==> config.mk <==
export PLATFORM = sky130hd
export DESIGN_NAME = obpq_resolve
export DESIGN_NICKNAME = d
export VERILOG_FILES = /design/src/sv/obpq_pkg.sv /design/src/sv/obpq_resolve.sv
export SDC_FILE = /design/constraint.sdc
export NUM_CORES = 1
export LEC_CHECK = 0
export ABC_AREA = 0
export BUFFER_PORTS_ARGS = -buffer_cell sky130_fd_sc_hd__buf_2
export CAP_MARGIN = 20
export CORE_MARGIN = 2
export CORE_UTILIZATION = 39
export CTS_CLUSTER_SIZE = 10
export DETAILED_ROUTE_END_ITERATION = 8
export PLACE_DENSITY = 0.6
export SYNTH_ARGS = -nofsm -noshare
export SYNTH_HDL_FRONTEND = slang
export SYNTH_SLANG_ARGS = --single-unit
export TNS_END_PERCENT = 20
==> constraint.sdc <==
create_clock -name i_clk -period 5.65 [get_ports i_clk]
set_input_delay 0 -clock i_clk [delete_from_list [all_inputs] [get_ports i_clk]]
set_output_delay 0 -clock i_clk [all_outputs]
set_load 0.05 [all_outputs]
==> src/sv/obpq_pkg.sv <==
// Shared types and constants for the oriented box point query pipeline.
// No dependencies; every other file refers to this package by scoped names.
`timescale 1ns / 1ps
`default_nettype none

package obpq_pkg;

    // Register stages from input register to output register.
    localparam int unsigned NUM_STAGES = 8;
    localparam int unsigned XF_STAGES  = 3;
    localparam int unsigned RS_STAGES  = 2;
    localparam int unsigned FN_STAGES  = 3;

    localparam int unsigned CFG_IDX_W  = 3;
    localparam int unsigned CFG_DATA_W = 32;

    localparam logic [CFG_IDX_W-1:0] CFG_PIVOT_X    = 3'd0;
    localparam logic [CFG_IDX_W-1:0] CFG_PIVOT_Y    = 3'd1;
    localparam logic [CFG_IDX_W-1:0] CFG_BOX_WIDTH  = 3'd2;
    localparam logic [CFG_IDX_W-1:0] CFG_BOX_HEIGHT = 3'd3;
    localparam logic [CFG_IDX_W-1:0] CFG_COS_ANGLE  = 3'd4;
    localparam logic [CFG_IDX_W-1:0] CFG_SIN_ANGLE  = 3'd5;

    localparam logic [62:0] DIST_MAX      = {63{1'b1}};
    localparam logic [17:0] COS_RESET     = 18'sd65536;
    localparam logic [31:0] TARGET_POS_MAX = 32'h7FFF_FFFF;
    localparam logic [31:0] TARGET_NEG_MAX = 32'h8000_0000;

    typedef struct packed {
        logic signed [31:0] query_x;
        logic signed [31:0] query_y;
        logic        [30:0] agent_radius;
    } t_in;

    typedef struct packed {
        logic               inside_res;
        logic        [62:0] dist_squared;
        logic signed [31:0] target_x;
        logic signed [31:0] target_y;
    } t_out;

    typedef struct packed {
        logic signed [31:0] pivot_x;
        logic signed [31:0] pivot_y;
        logic        [30:0] box_width;
        logic        [30:0] box_height;
        logic signed [17:0] cos_angle;
        logic signed [17:0] sin_angle;
    } t_cfg;

    // Point in box space (Q32.32) plus per-axis inset bounds.
    typedef struct packed {
        logic signed [51:0] lx;
        logic signed [51:0] ly;
        logic               small_x;
        logic               small_y;
        logic        [30:0] hi_x;
        logic        [30:0] hi_y;
        logic        [30:0] radius;
    } t_local;

    // Rounded gaps and local target (Q16.16).
    typedef struct packed {
        logic        in_box;
        logic [36:0] ex;
        logic [36:0] ey;
        logic [30:0] tx;
        logic [30:0] ty;
    } t_resolved;

endpackage

`default_nettype wire

==> src/sv/obpq_resolve.sv <==
// Containment, gap to the box and inset clamp per axis, then rounding to Q16.16.
// Depends on obpq_pkg.
`timescale 1ns / 1ps
`default_nettype none

module obpq_resolve (
    input  wire logic                                 i_clk,
    input  wire logic [obpq_pkg::RS_STAGES-1:0]       i_en,
    input  wire obpq_pkg::t_local                     i_local,
    input  wire obpq_pkg::t_cfg                       i_cfg,
    output obpq_pkg::t_resolved                       o_res
);

    // Distance from v to [0, size] in Q32.32.
    function automatic logic [51:0] axis_gap(input logic signed [51:0] v,
                                             input logic [30:0] size);
        logic [46:0] sq;
        logic [51:0] g;
        sq = {size, 16'b0};
        if (v[51]) begin
            g = 52'd0 - v;
        end else if (v[50:0] > {4'b0, sq}) begin
            g = v - {5'b0, sq};
        end else begin
            g = 52'd0;
        end
        return g;
    endfunction

    // Local target on one axis in Q32.32.
    function automatic logic [46:0] axis_target(input logic signed [51:0] v,
                                                input logic [30:0] size,
                                                input logic [30:0] r,
                                                input logic [30:0] hi,
                                                input logic narrow);
        logic [46:0] lo_q;
        logic [46:0] hi_q;
        logic [46:0] t;
        lo_q = {r, 16'b0};
        hi_q = {hi, 16'b0};
        if (narrow) begin
            t = {1'b0, size, 15'b0};
        end else if (v[51] || (v[50:0] < {4'b0, lo_q})) begin
            t = lo_q;
        end else if (v[50:0] > {4'b0, hi_q}) begin
            t = hi_q;
        end else begin
            t = v[46:0];
        end
        return t;
    endfunction

    logic        r_inside;
    logic [51:0] r_gap_x;
    logic [51:0] r_gap_y;
    logic [46:0] r_ax;
    logic [46:0] r_ay;

    logic        in_x;
    logic        in_y;
    logic [52:0] n_ex_sum;
    logic [52:0] n_ey_sum;
    logic [47:0] n_tx_sum;
    logic [47:0] n_ty_sum;

    obpq_pkg::t_resolved r_res;

    assign in_x = !i_local.lx[51] && (i_local.lx[50:0] <= {4'b0, i_cfg.box_width, 16'b0});
    assign in_y = !i_local.ly[51] && (i_local.ly[50:0] <= {4'b0, i_cfg.box_height, 16'b0});

    always_ff @(posedge i_clk) begin
        if (i_en[0]) begin
            r_inside <= in_x && in_y;
            r_gap_x  <= axis_gap(i_local.lx, i_cfg.box_width);
            r_gap_y  <= axis_gap(i_local.ly, i_cfg.box_height);
            r_ax     <= axis_target(i_local.lx, i_cfg.box_width, i_local.radius,
                                    i_local.hi_x, i_local.small_x);
            r_ay     <= axis_target(i_local.ly, i_cfg.box_height, i_local.radius,
                                    i_local.hi_y, i_local.small_y);
        end
    end

    // round to nearest, ties up
    assign n_ex_sum = {1'b0, r_gap_x} + 53'd32768;
    assign n_ey_sum = {1'b0, r_gap_y} + 53'd32768;
    assign n_tx_sum = {1'b0, r_ax} + 48'd32768;
    assign n_ty_sum = {1'b0, r_ay} + 48'd32768;

    always_ff @(posedge i_clk) begin
        if (i_en[1]) begin
            r_res.in_box <= r_inside;
            r_res.ex     <= n_ex_sum[52:16];
            r_res.ey     <= n_ey_sum[52:16];
            r_res.tx     <= n_tx_sum[46:16];
            r_res.ty     <= n_ty_sum[46:16];
        end
    end

    assign o_res = r_res;

endmodule

`default_nettype wire

==> out/results.ini <==
[status]
status=finished, final reports clean

[synthesis]
yosys.area_share.adder_pct=11.3
yosysSeqAreaShare_pct=39.2
yosysWarnings=0
synth_edf_count=276
syn_area_um2=21100
synth.top_cell.area_share_pct=39.2
synthCells=2162
synth_common_cells=edfxtp_1 (276), nand2_1 (196), ha_1 (188)
synth-main-ff-cell=edfxtp_1
synth-simple-area-share_pct=16.6
synthMuxAreaShare_pct=3.01
synth_compound_area_share_pct=16.0
synth_fp_nets=2716
synth_xor_area_share_pct=9.36
yosysTopAreaCell=edfxtp_1
syn_area_per_cell_um2=9.78
yosys_register_bits=276
yosysMostFrequentCell=edfxtp_1
synth.area.top_cells=edfxtp_1 (39%), ha_1 (11%), xnor2_1 (6.1%)
synth.distinct_cells=72
synth_top_family_by_area=simple AND/OR/NAND/NOR gates
async_flop_share_pct=0

[layout]
area_growth_pct=26.0
postLayoutCellArea_um2=26600
drive_gt1_share_pct=19.3
fin_nets=3260
seqCellArea_um2=8290
fillers=5015
multi_input_area_um2=11900

[clocking]
clk_path_buf_depth=3
cts_buffers=37
cts_sinks=276
cts-root-buf=clkbuf_16
path_clk_slew_ns=0.05
cts.htree.levels=2
cts_tree=done
insertion_delay_ns=0.54

[hold_path]
hold_start=i_en[0]
holdPathStages=1
hold_class=in -> reg
holdPathEnd=r_ax[44]

[timing]
fin_setup_tns_ns=0
clock_skew_ns=0.0208
drv_slew=0
final.setup.worst_slack_ns=1.11
fin_crit_sh_pct=80.4
post-route-min-period_ns=4.54
setup_violations=0
hold_violations=0
tightest_slew_ns=1.07
rsz0062_at_grt=no
maxSlewHeadroom_pct=28.5
fmax_mhz=220

[floorplanning]
io_pins=501
start_util_pct=39.4
rows=85
fp.dieW_um=237
die_y_um=237
dieArea_um2=56100
fp.coreArea_um2=53700

[power_and_ir_drop]
p_leak_nw=11.6
peakVddDrop_v=0.000162
p_per_area_nw_per_um2=252

[detailed_routing]
ant_nets=0
drt-initial-drc-count=1415
num_vias=19300
wire_per_inst_um=21.9
wirelength_um=75100
avgViaCountPerCell=5.63
drc=0
dr.pass1.iters=5

[grt]
grt_max_degree=103
grt_overflow=0
grt_pass1_wl_um=111000
grtUsageTotal_pct=26.3
grt_antenna_before_repair=8
grt_pass1_vias=19100

[place]
place_ws_ns=1.66
dp_hpwl_um=59800
gp_congestion=1.01
dpl_cell_area_um2=23900
io_buffers=400

[critical_path]
critical_path.max_fanout=34
crit_required_ns=5.94
cp-startpoint=i_local[196]
ff2ff_setup_slack_ns=2.79
r2r_cells=9
worst_setup_path_start_kind=primary input
worst-setup-path-type=in -> reg
r2r-end=o_res[134]
arrival_ns=4.83
cp-end-kind=flip-flop
r2r-start=r_gap_x[15]

[flow_run]
maxCapViolCount=0

where the power goes:
part / leakage (nW) / internal, mW / switching, mW / total (mW)
registers: 2.70 / 2.53 / 0.141 / 2.67
clock network: 0.544 / 1.34 / 0.865 / 2.20
logic: 8.40 / 0.689 / 1.15 / 1.84
total: 11.6 / 4.56 / 2.16 / 6.71
state kept, by name (all words and copies together), names as in the netlist:
name,count
o_res,137
r_gap_x,37
r_gap_y,37
r_ax,32
r_ay,32
r_inside,1
per-layer routing:
metal / global-route usage, % / wire [um] / vias up
li1: - / - / 9156
met1: 33.3 / 31200 / 9238
met2: 44.6 / 35700 / 741
met3: 3.99 / 4880 / 148
met4: 11.1 / 3220 / 8
met5: 0 / 53 / -
how the worst max path moves through the flow:
stage                   to  cells after the start
2_1_floorplan  r_gap_y[29]                     13
3_5_place_dp      r_ax[29]                     10
4_1_cts           r_ay[33]                     13
5_1_grt           r_ax[30]                     12
6_report          r_ax[45]                     12
3_3_place_gp      r_ax[29]                     10
what timing repair did:
action,4_1_cts,5_1_grt
endpoints found under the hold margin,103,0
buffers inserted,0,0
hold buffers,162,0
resized for setup,0,0
critical path: stages:
cell,delay (ns)
dlygate4sd3_1,0.52
buf_2,0.15
nor3_1,0.39
nand2b_1,0.28
a2111oi_0,0.89
o211ai_1,0.19
nor3_1,0.22
a221o_1,0.17
buf_4,0.40
or2_2,0.68
o221ai_1,0.26
dlygate4sd3_1,0.64
area by class of cell:
| cell class | instances | share of cell area [%] |
|---|---|---|
| multi-input combinational | 1635 | 44.7 |
| sequential | 276 | 31.1 |
| timing repair buffer | 579 | 14.2 |
| clock buffer | 48 | 3.79 |
| tap | 696 | 3.27 |
| inverter | 177 | 2.49 |
| clock inverter | 12 | 0.427 |
| antenna | 2 | 0.0188 |
layout by cell type, fill, tap and decap left out, drive strengths merged, types with 67 or more instances in the layout:
cell,synthesis,layout
nor3,67,67
o21ai,82,82
inv,177,178
xor2,79,79
dlygate4sd3,0,162
a21oi,91,91
nor2,101,101
a21o,80,80
nand2,197,197
ha,188,188
nand3,79,79
buf,13,417
xnor2,147,147
edfxtp,276,276
metrics by stage:
step	instances	power, mW	util (%)	hold slack (ns)
after floorplan	2162	3.79	-	0.112
after detailed placement	3199	4.42	44.4	0.319
after global routing	3425	7.02	49.6	0.0125
final	3425	6.71	49.6	0.00307
after CTS	3421	6.77	49.6	0.00317
after global placement	3199	4.40	44.4	0.310
cells by family (layout without fill, tap and decap cells):
family          Yosys count  after routing
simple gates            679            679
compound gates          480            480
flops                   276            276
buf+inv                 251            816
xor+xnor                226            226
fa+ha+maj               190            190
mux                      60             60
other cells               0              2
(Power assumes the default switching activity.)
